==> config.mk <==
export PLATFORM = sky130hd
export DESIGN_NAME = crc16_word_stream_unit_flat
export DESIGN_NICKNAME = d
export VERILOG_FILES = /design/src/rtl/core/crcws_pkg.sv /design/src/rtl/core/crcws_if.sv /design/src/rtl/core/crcws_step.sv /design/src/rtl/core/crc16_word_stream_unit.sv /design/src/flat_wrapper.sv
export SDC_FILE = /design/constraint.sdc
export NUM_CORES = 1
export LEC_CHECK = 0
export ABC_AREA = 1
export CAP_MARGIN = 20
export CORE_MARGIN = 2
export CORE_UTILIZATION = 30
export CTS_BUF_LIST = sky130_fd_sc_hd__clkbuf_16
export DETAILED_ROUTE_END_ITERATION = 12
export DONT_BUFFER_PORTS = 1
export PLACE_DENSITY = 0.51
export SLEW_MARGIN = 25
export SYNTH_ARGS = -nofsm -noshare
export SYNTH_HDL_FRONTEND = slang
export SYNTH_SLANG_ARGS = --single-unit
==> constraint.sdc <==
create_clock -name clk -period 2 [get_ports clk]
set_input_delay 0.2 -clock clk [delete_from_list [all_inputs] [get_ports clk]]
set_output_delay 0.2 -clock clk [all_outputs]
set_load 0.005 [all_outputs]
==> src/rtl/core/crcws_pkg.sv <==
// Package: CRC-16 constants and word-level helper functions.
package crcws_pkg;

	localparam int unsigned WORD_W = 16;

	localparam logic [WORD_W-1:0] CRC_POLY = 16'h8005;
	localparam logic [WORD_W-1:0] HI_MASK  = 16'hff00;
	localparam logic [WORD_W-1:0] LO_MASK  = 16'h00ff;

	typedef logic [WORD_W-1:0] word_t;

	function automatic word_t swap_bytes(input word_t v);
		word_t r;
		r = ((v << 8) & HI_MASK) | ((v >> 8) & LO_MASK);
		return r;
	endfunction

	function automatic word_t shift_word(input word_t crc, input word_t msg);
		word_t r;
		logic  top;
		r = crc;
		for (int b = WORD_W - 1; b >= 0; b--) begin
			top = r[WORD_W-1];
			r   = {r[WORD_W-2:0], msg[b]};
			if (top) begin
				r = r ^ CRC_POLY;
			end
		end
		return r;
	endfunction

endpackage

==> src/rtl/core/crcws_if.sv <==
// Interfaces: frame word channel and checksum channel.
interface crcws_frame_if;
	import crcws_pkg::*;
	logic  valid;
	logic  ready;
	word_t word;
	logic  first;
	logic  last;

	modport source(output valid, output word, output first, output last, input ready);
	modport sink(input valid, input word, input first, input last, output ready);
endinterface

interface crcws_result_if;
	import crcws_pkg::*;
	logic  valid;
	logic  ready;
	word_t checksum;

	modport source(output valid, output checksum, input ready);
	modport sink(input valid, input checksum, output ready);
endinterface

==> src/rtl/core/crcws_step.sv <==
// Next CRC register value for one frame word: load or 16-bit shift.
module crcws_step
	import crcws_pkg::*;
(
	input  word_t crc,
	input  word_t word,
	input  logic  first,
	output word_t next_crc
);

	word_t sw;

	assign sw       = swap_bytes(word);
	assign next_crc = first ? sw : shift_word(crc, sw);

endmodule

==> src/rtl/core/crc16_word_stream_unit.sv <==
// Top level: CRC-16 (poly 0x8005) over a stream of 16-bit frame words.
//
//   channel | role | payload               | beat
//   frame   | sink | word, first, last     | one frame word
//   result  | src  | checksum              | one checksum per word marked last
//
// One word per cycle sustained, unless a stalled result holds back a last word.
// Input register, then CRC step logic, then the result register.
// Reset clears the CRC register and all valid flags.
// A stalled result blocks only a further last word; words before it keep flowing, words after it wait.
module crc16_word_stream_unit
	import crcws_pkg::*;
(
	input  logic           clk,
	input  logic           arst_n,
	crcws_frame_if.sink    frame,
	crcws_result_if.source result
);

	logic  valid_s1;
	word_t word_s1;
	logic  first_s1;
	logic  last_s1;

	word_t crc_q;
	word_t next_crc;
	logic  out_valid_q;
	word_t checksum_q;

	logic  out_free;
	logic  adv_s1;

	assign out_free    = !out_valid_q || result.ready;
	assign adv_s1      = valid_s1 && (!last_s1 || out_free);
	assign frame.ready = !valid_s1 || adv_s1;

	always_ff @(posedge clk or negedge arst_n) begin
		if (!arst_n) begin
			valid_s1 <= 1'b0;
		end else if (frame.ready) begin
			valid_s1 <= frame.valid;
		end
	end

	always_ff @(posedge clk) begin
		if (frame.ready && frame.valid) begin
			word_s1  <= frame.word;
			first_s1 <= frame.first;
			last_s1  <= frame.last;
		end
	end

	crcws_step u_step (
		.crc      (crc_q),
		.word     (word_s1),
		.first    (first_s1),
		.next_crc (next_crc)
	);

	always_ff @(posedge clk or negedge arst_n) begin
		if (!arst_n) begin
			crc_q       <= '0;
			out_valid_q <= 1'b0;
		end else begin
			if (adv_s1) begin
				crc_q <= next_crc;
			end
			if (adv_s1 && last_s1) begin
				out_valid_q <= 1'b1;
			end else if (result.ready) begin
				out_valid_q <= 1'b0;
			end
		end
	end

	always_ff @(posedge clk) begin
		if (adv_s1 && last_s1) begin
			checksum_q <= swap_bytes(next_crc);
		end
	end

	assign result.valid    = out_valid_q;
	assign result.checksum = checksum_q;

endmodule

==> src/flat_wrapper.sv <==
// flat-port wrapper written by rule: the top's interface ports become plain ports
module crc16_word_stream_unit_flat import crcws_pkg::*;
  (clk, arst_n, frame_valid, frame_word, frame_first, frame_last, frame_ready, result_valid, result_checksum, result_ready);
  crcws_frame_if frame_i ();
  crcws_result_if result_i ();
  input  logic clk;
  input  logic arst_n;
  input wire logic [$bits(frame_i.valid)-1:0] frame_valid;
  input wire logic [$bits(frame_i.word)-1:0] frame_word;
  input wire logic [$bits(frame_i.first)-1:0] frame_first;
  input wire logic [$bits(frame_i.last)-1:0] frame_last;
  output wire logic [$bits(frame_i.ready)-1:0] frame_ready;
  output wire logic [$bits(result_i.valid)-1:0] result_valid;
  output wire logic [$bits(result_i.checksum)-1:0] result_checksum;
  input wire logic [$bits(result_i.ready)-1:0] result_ready;
  assign frame_i.valid = frame_valid;
  assign frame_i.word = frame_word;
  assign frame_i.first = frame_first;
  assign frame_i.last = frame_last;
  assign frame_ready = frame_i.ready;
  assign result_valid = result_i.valid;
  assign result_checksum = result_i.checksum;
  assign result_i.ready = result_ready;
  crc16_word_stream_unit u_core (.clk(clk), .arst_n(arst_n), .frame(frame_i), .result(result_i));
endmodule
==> results by group, run 1 <==
Pwr
  • Flop pwr share: 34.0%
  • Leakage: 1.28 nW
  • Internal power: 2.88 mW
  • Sw Ratio: 40.7%
  • Clock network power share: 16.5%
  • Max VDD drop: 0.534 mV
  • Cell Pwr Density: 1630 nW/um2
  • Psw: 1.98 mW
  • Comb power frac: 49.5%

Route
  • Via density: 4.43
  • Antenna-violating nets left: 0
  • Met2 wire len: 2.21 mm
  • DRC: 0
  • Wire length on met1: 2.30 mm
  • DRT iter0 DRCs: 48
  • Routed wl met3: 156 um
  • Vias: 1,607
  • Routed WL: 4.73 mm
  • Per-cell routed wire length: 13.0 um
  • Router iterations before antenna repair: 4
  • Max layer used: met4

Clocking
  • Clock-pin slew on the worst setup and hold paths: 60 ps
  • H-tree depth: 2
  • Num CTS Buffers: 5
  • Root buffer cell: clkbuf_16
  • CTS tree: done
  • Max Buffers Root-to-Sink: 2
  • Worst skew pair latency: 280 ps
  • CTS Sinks: 52

Worst setup path
  • CP Cell Sequence: nor2_4 > inv_2 > nand2_1 > nand2_2 > nand2_2 > nand2_2 > nand2_2 > nand2_4 > nand2_4 > nand2_4 > nand2_4 > nand2_4 > nand2_4 > nand2_4 > nand3_1 > nand3_1 > and2_1
  • Worst Setup End Kind: flip-flop
  • Crit path DAT: 2030 ps
  • Crit-path most repeated cell: nand2_4
  • Worst Path Max Fanout: 4
  • Worst EP required: 2040 ps
  • Crit start category: flip-flop
  • Slowest stage delay, CP: 450 ps
  • Master of the slowest instance on the critical path: dfrtp_2
  • Kind of critical path: reg2reg

Synthesis
  • Sequential area share after synthesis: 61.1%
  • Post-synthesis register bit count: 52
  • Share of the synthesized area in the top cell type: 42.4%
  • Post-synth EDFFs: 34
  • Ys flop type: edfxtp_1
  • Main area contributors after synthesis: edfxtp_1 42%, dfrtp_1 19%, nand2_1 11%
  • Cell area after synthesis: 2410 um2
  • Synth cell count leaders: 68 x nand2_1, 34 x edfxtp_1, 18 x dfrtp_1
  • Avg Synthesized Cell Area: 10.5 um2
  • Post-Syn Instances: 229
  • FFs w/ async S/R, synth: 34.6%
  • YS warnings: 0
  • Cell variety after synth: 24
  • Count leader, synth: nand2_1
  • Syn Nets: 251
  • Dominant cell type by area after synthesis: edfxtp_1

Finish
  • Area delta synth->final: 23.6%
  • Share of post-route cells with drive strength above 1: 21.5%
  • Layout Nets: 282
  • Final-layout fill cell count: 792
  • Multi-input gate area: 907 um2
  • Core Util, Final: 38.4%
  • Finished Layout Cells: 363
  • N_diodes: 0
  • Sequential cell area: 1470 um2

Floorplanning
  • IO Pins: 40
  • Area of the core: 7770 um2
  • Die width: 93.6 um
  • Die area: 8770 um2
  • Site row count: 32
  • Initial core utilization: 31.0%
  • DIE HEIGHT: 93.6 um

STA
  • Clock skew: 4.97 ps
  • Period utilisation layout: 99.5%
  • Worst-margin pin slew: 896 ps
  • Fmax: 502 MHz
  • Relative slew slack: 40.1%
  • Hold violation count in the final report: 0
  • Fin. max-slew vios: 0
  • RSZ-0062 raised after global routing: true
  • Crit path time final: 1990 ps
  • Final setup violation count: 0

Min path
  • Hold WC Path Type: in2reg

Placement
  • Placed cells: 337
  • Final RePlAce weighted congestion: 0.816
  • # port buffers: 0
  • DP HPWL: 3.29 mm

Global routing
  • Vias in the first global route: 1,548
  • Gr usage total: 11.1%
  • First-pass GRT wire length: 7.40 mm
  • Grt total ovfl: 0
  • Largest net degree at the start of global routing: 24
  • Initial antenna violation count: 0

Status
  • Status: finished, final reports clean

Flow run
  • Max-cap violations: 0
## worst max-delay path: cells and delay by family, from the launching register on
family,cells,cell delay (ps)
buffers and inverters,1,30
flip-flops,1,450
AND/OR/NAND/NOR,16,1260
## flip-flops by register name (all words and copies together) (netlist names)
register                cells
u_core.crc_q               16
u_core.first_s1             1
u_core.last_s1              1
u_core.result.checksum     16
u_core.result.valid         1
u_core.valid_s1             1
u_core.word_s1             16
## stage by stage
stage | setup TNS, ps | hold WS (ps) | setup slack [ps] | instance area, um2 | total power [mW]
finish | 0 | 9.27 | 9.84 | 2980 | 4.86
global route | -604 | 0.0960 | -140 | 2980 | 5.25
CTS | 0 | 3.20 | 4.37 | 2750 | 4.51
detailed placement | 0 | -94.4 | 9.46 | 2600 | 3.69
global placement | 0 | -94.5 | 35.1 | 2600 | 3.65
floorplan | 0 | -95.6 | 138 | 2410 | 3.31
## power groups by stage
stage / clock (mW) / combinational, mW / sequential [mW]
after floorplan: 0 / 1.69 / 1.62
after global placement: 0 / 1.99 / 1.67
after detailed placement: 0 / 2.02 / 1.67
after CTS: 0.828 / 2.03 / 1.65
after global routing: 0.868 / 2.70 / 1.68
final: 0.803 / 2.41 / 1.65
## layer usage
metal	GRT usage, %	up-vias
met2	18.1	30
met3	3.14	4
met1	14.3	759
met5	0	-
met4	3.62	0
li1	-	814
## worst paths after layout
path                                             start                             endpoint  slack (ps)  depth (start not counted)
hold reg to reg            u_core.crc_q[1]$_DFFE_PN0P_          u_core.crc_q[1]$_DFFE_PN0P_         510                          2
min in group asynchronous                       arst_n          u_core.crc_q[3]$_DFFE_PN0P_         490                          1
hold / removal                           frame_word[0]          u_core.word_s1[0]$_DFFE_PP_           9                          0
max in group asynchronous                       arst_n          u_core.crc_q[6]$_DFFE_PN0P_         910                          1
setup / recovery           u_core.crc_q[6]$_DFFE_PN0P_  u_core.result.checksum[7]$_DFFE_PP_          10                         17
setup reg to reg           u_core.crc_q[6]$_DFFE_PN0P_  u_core.result.checksum[7]$_DFFE_PP_          10                         17
## area by class of cell
cell class | instances | share of cell area, %
multi-input cells | 152 | 30.4
clock buffers | 5 | 4.20
inverters | 22 | 2.77
well taps | 102 | 4.28
flip-flops and latches | 52 | 49.4
repair buffers | 27 | 8.48
clock inverters | 3 | 0.378
## layout by cell type, fill, tap and decap left out, drive strengths merged
cell,netlist,layout
a21oi,7,7
xnor2,15,15
clkinv,1,3
edfxtp,34,34
o21ai,15,15
buf,1,12
and2,1,1
inv,21,22
nand2,81,81
dfrtp,18,18
nand3,17,17
clkbuf,2,5
or2,2,2
nor2,5,5
nand4,1,1
nand3b,2,2
dlygate4sd3,0,15
xor2,6,6
## kinds of logic after synthesis
kind of cell    after synthesis  share of synthesized area [%]
buf+inv                      25                           4.21
simple gates                109                           21.6
flops                        52                           61.1
xor+xnor                     21                           8.57
compound gates               22                           4.57
## timing repair
item / 4_1_cts / 5_1_grt
hold buffers: 1 / 14
buffers inserted: 0 / 3
hold endpoints to repair: 18 / 14
pin swaps: 1 / 7
endpoints found under the setup margin: 1 / 8
gates resized for setup: 0 / 19
(Power assumes the default switching activity.)
==> run 2, diff against run 1 <==
Settings changed: ABC_AREA 1 to 0.
==> run 2 against run 1 <==
Effect of this change: the flow now finishes with violations (setup timing); global-route usage increased by 0.82 points; worst setup slack got worse by 190 ps; clock-buffer cell count unchanged; area after synthesis decreased by 2.2%; register-to-register slack got worse by 190 ps; critical path depth decreased by 10; clock skew decreased by 1.5 ps; final area increased by 2.8%; sequential share of layout area decreased by 1.4 points; flip-flop and latch count unchanged; hold slack improved by 13 ps.
==> results by group, run 2 <==
Status
  • Status: finished with violations
  • Failing checks: setup timing

Floorplanning
  • Die width: 92.6 um (-1.1%)
  • IO Pins: 40 (unchanged)
  • Area of the core: 7690 um2 (-1.0%)
  • Initial core utilization: 30.6% (-0.38 points)
  • DIE HEIGHT: 92.6 um (-1.1%)
  • Die area: 8580 um2 (-2.1%)
  • Site row count: 32 (unchanged)

Finish
  • Leading cell type in the layout, fill and taps excluded: nand2_1
  • Leading cell types in the layout, fill and taps excluded: 36 x nand2_1, 34 x edfxtp_1, 28 x nor2_1
  • Area delta synth->final: 30.0%
  • N_diodes: 0 (unchanged)
  • Share of post-route cells with drive strength above 1: 19.1% (-2.4 points)
  • Finished Layout Cells: 343 (-5.5%)
  • Layout Nets: 263 (-6.7%)

STA
  • Crit path time final: 2180 ps (+189 ps)
  • Fmax: 459 MHz (-8.7%)
  • Worst-margin pin slew: 496 ps (-400 ps)
  • RSZ-0062 raised after global routing: true
  • Period utilisation layout: 109% (+9.5 points)
  • Fin. max-slew vios: 0 (unchanged)
  • Slack of the critical path: -180 ps (-189 ps)
  • Relative slew slack: 66.9% (+27 points)
  • Hold violation count in the final report: 0 (unchanged)
  • Clock skew: 3.42 ps (-1.55 ps)
  • Final setup violation count: 6 (+6)

Clocking
  • CTS Sinks: 52 (unchanged)
  • Clock-pin slew on the worst setup and hold paths: 60 ps (about the same)
  • H-tree depth: 2 (unchanged)
  • Max Buffers Root-to-Sink: 2 (unchanged)
  • Worst skew pair latency: 290 ps (about the same)
  • Num CTS Buffers: 5 (unchanged)
  • Root buffer cell: clkbuf_16
  • CTS tree: done

Synthesis
  • Share of the synthesized area in the top cell type: 43.3% (+0.97 points)
  • YS warnings: 0 (unchanged)
  • Count leader, synth: nand2_1
  • Syn Nets: 215 (-14%)
  • Dominant cell type by area after synthesis: edfxtp_1
  • Synth cell count leaders: 36 x nand2_1, 34 x edfxtp_1, 29 x nor2_1
  • Cell variety after synth: 30 (+25%)
  • Post-synth EDFFs: 34 (unchanged)
  • FFs w/ async S/R, synth: 34.6% (unchanged)
  • Cell area after synthesis: 2360 um2 (-2.2%)
  • Main area contributors after synthesis: edfxtp_1 43%, dfrtp_1 19%, xor2_1 7.8%
  • Ys flop type: edfxtp_1
  • Post-synthesis register bit count: 52 (unchanged)
  • Avg Synthesized Cell Area: 12.2 um2 (+16%)
  • Post-Syn Instances: 193 (-16%)
  • Sequential area share after synthesis: 62.5% (+1.4 points)

Worst setup path
  • Reg2Reg Launch Point: u_core.crc_q[9]$_DFFE_PN0P_
  • Worst-case reg-to-reg path depth: 7 (-10)
  • FF-to-FF End: u_core.result.checksum[7]$_DFFE_PP_
  • Crit start category: flip-flop
  • Worst EP required: 2040 ps (about the same)
  • Reg2reg setup slack: -180 ps (-190 ps)
  • Worst Setup End Kind: flip-flop
  • Kind of critical path: reg2reg
  • Crit path DAT: 2220 ps (+190 ps)
  • Worst Path Max Fanout: 3 (-1)

Route
  • Via density: 4.36 (-1.4%)
  • Per-cell routed wire length: 13.6 um (+4.0%)
  • Vias: 1,497 (-6.8%)
  • Antenna-violating nets left: 0 (unchanged)
  • DRC: 0 (unchanged)
  • Router iterations before antenna repair: 4 (unchanged)
  • Routed WL: 4.65 mm (-1.8%)
  • DRT iter0 DRCs: 119 (+150%)

Min path
  • Hold Path Depth: 1 (+1)
  • Worst hold path endpoint: u_core.valid_s1$_DFFE_PN0N_
  • Hold WC Path Type: in2reg
  • Worst hold start: frame_valid

Placement
  • # port buffers: 0 (unchanged)
  • DP HPWL: 3.25 mm (-1.2%)
  • Placed cells: 314 (-6.8%)
  • Final RePlAce weighted congestion: 0.833 (+2.0%)

Flow run
  • Max-cap violations: 0 (unchanged)

Global routing
  • Initial antenna violation count: 0 (unchanged)
  • Gr usage total: 11.9% (+0.82 points)
  • Grt total ovfl: 0 (unchanged)
  • Vias in the first global route: 1,555 (+0.45%)
  • Largest net degree at the start of global routing: 19 (-21%)
  • First-pass GRT wire length: 7.76 mm (+4.8%)
## run 2: cell count changes in the layout (fill, tap and decap cells not counted), moves of 4 or more
cell,change
nor2_1,+25
inv_1,-13
a21oi_1,-6
nand2_4,-8
dlygate4sd3_1,+4
nand2_2,-13
inv_2,-5
buf_4,+16
xor2_1,+14
nand2_1,-24
xnor2_2,+4
nand3_1,-12
o21ai_0,-14
## run 2: critical path, cell delays in order, from the launching register on
cell and delay (ps):
dfrtp_1 410, xnor2_2 180, xnor3_1 420, xnor3_2 330, xnor2_4 230, xor2_1 170, nor2_1 60, xor2_1 140
## run 2: what timing repair did
| action | in CTS | in global routing |
|---|---|---|
| setup buffers | 2 | 0 |
| endpoints found under the setup margin | 6 | 6 |
| hold buffers | 19 | 1 |
| pin swaps | 9 | 4 |
| resized for setup | 8 | 3 |
| endpoints found under the hold margin | 36 | 18 |
## run 2: worst max path at each step
| stage | startpoint | endpoint | cells past startpoint |
|---|---|---|---|
| 2_1_floorplan | u_core.crc_q[9]$_DFFE_PN0P_ | u_core.result.checksum[7]$_DFFE_PP_ | 7 |
| 3_3_place_gp | u_core.crc_q[9]$_DFFE_PN0P_ | u_core.crc_q[15]$_DFFE_PN0P_ | 7 |
| 3_5_place_dp | u_core.crc_q[9]$_DFFE_PN0P_ | u_core.crc_q[15]$_DFFE_PN0P_ | 7 |
| 4_1_cts | u_core.crc_q[2]$_DFFE_PN0P_ | u_core.crc_q[0]$_DFFE_PN0P_ | 8 |
| 5_1_grt | u_core.crc_q[9]$_DFFE_PN0P_ | u_core.crc_q[0]$_DFFE_PN0P_ | 8 |
| 6_report | u_core.crc_q[9]$_DFFE_PN0P_ | u_core.result.checksum[7]$_DFFE_PP_ | 7 |
## run 2: per-layer routing
layer  GRT usage [%]  up-vias  share of wire, %  wire [um]
met5               0        -                 0          0
met4            4.66        0               1.7         79
met3            3.17        7               4.2        197
met2            19.3       40                48       2250
met1            15.4      716                46       2120
li1                -      734                 -          -
## run 2: cell families (layout without fill, tap and decap cells)
kind of cell / after synthesis / after routing / share of synthesized area [%]
and+or+nand+nor: 76 / 76 / 13.4
DFF: 52 / 52 / 62.5
xor gates and xnor gates: 43 / 43 / 18.2
buffers and inverters: 10 / 58 / 2.18
AOI/OAI and AO/OA: 9 / 9 / 2.50
muxes: 3 / 3 / 1.27
## run 2: layout make-up
class                      instances  area, um2
clock buffer                       5        125
clock inverter                     2       8.76
fill                             756       4630
inverter                           3       11.3
multi-input combinational        131        908
sequential                        52       1470
tap                              102        128
timing repair buffer              48        409
## run 2: through the flow
| stage | hold slack [ps] | utilization (%) | setup TNS (ps) | area, um2 | setup WS, ps |
|---|---|---|---|---|---|
| 2_1_floorplan | -95.6 | - | -516 | 2370 | -157 |
| 3_3_place_gp | -95.0 | 34.5 | -771 | 2650 | -167 |
| 3_5_place_dp | -95.1 | 34.5 | -1030 | 2650 | -243 |
| 4_1_cts | 10.1 | 39.4 | -1090 | 3030 | -238 |
| 5_1_grt | 16.0 | 39.8 | -1600 | 3060 | -299 |
| 6_report | 22.3 | 39.8 | -791 | 3060 | -180 |
Power of run 2 is not shown: default switching activity piles up to over one toggle a cycle in this logic, so the estimate is an artifact.
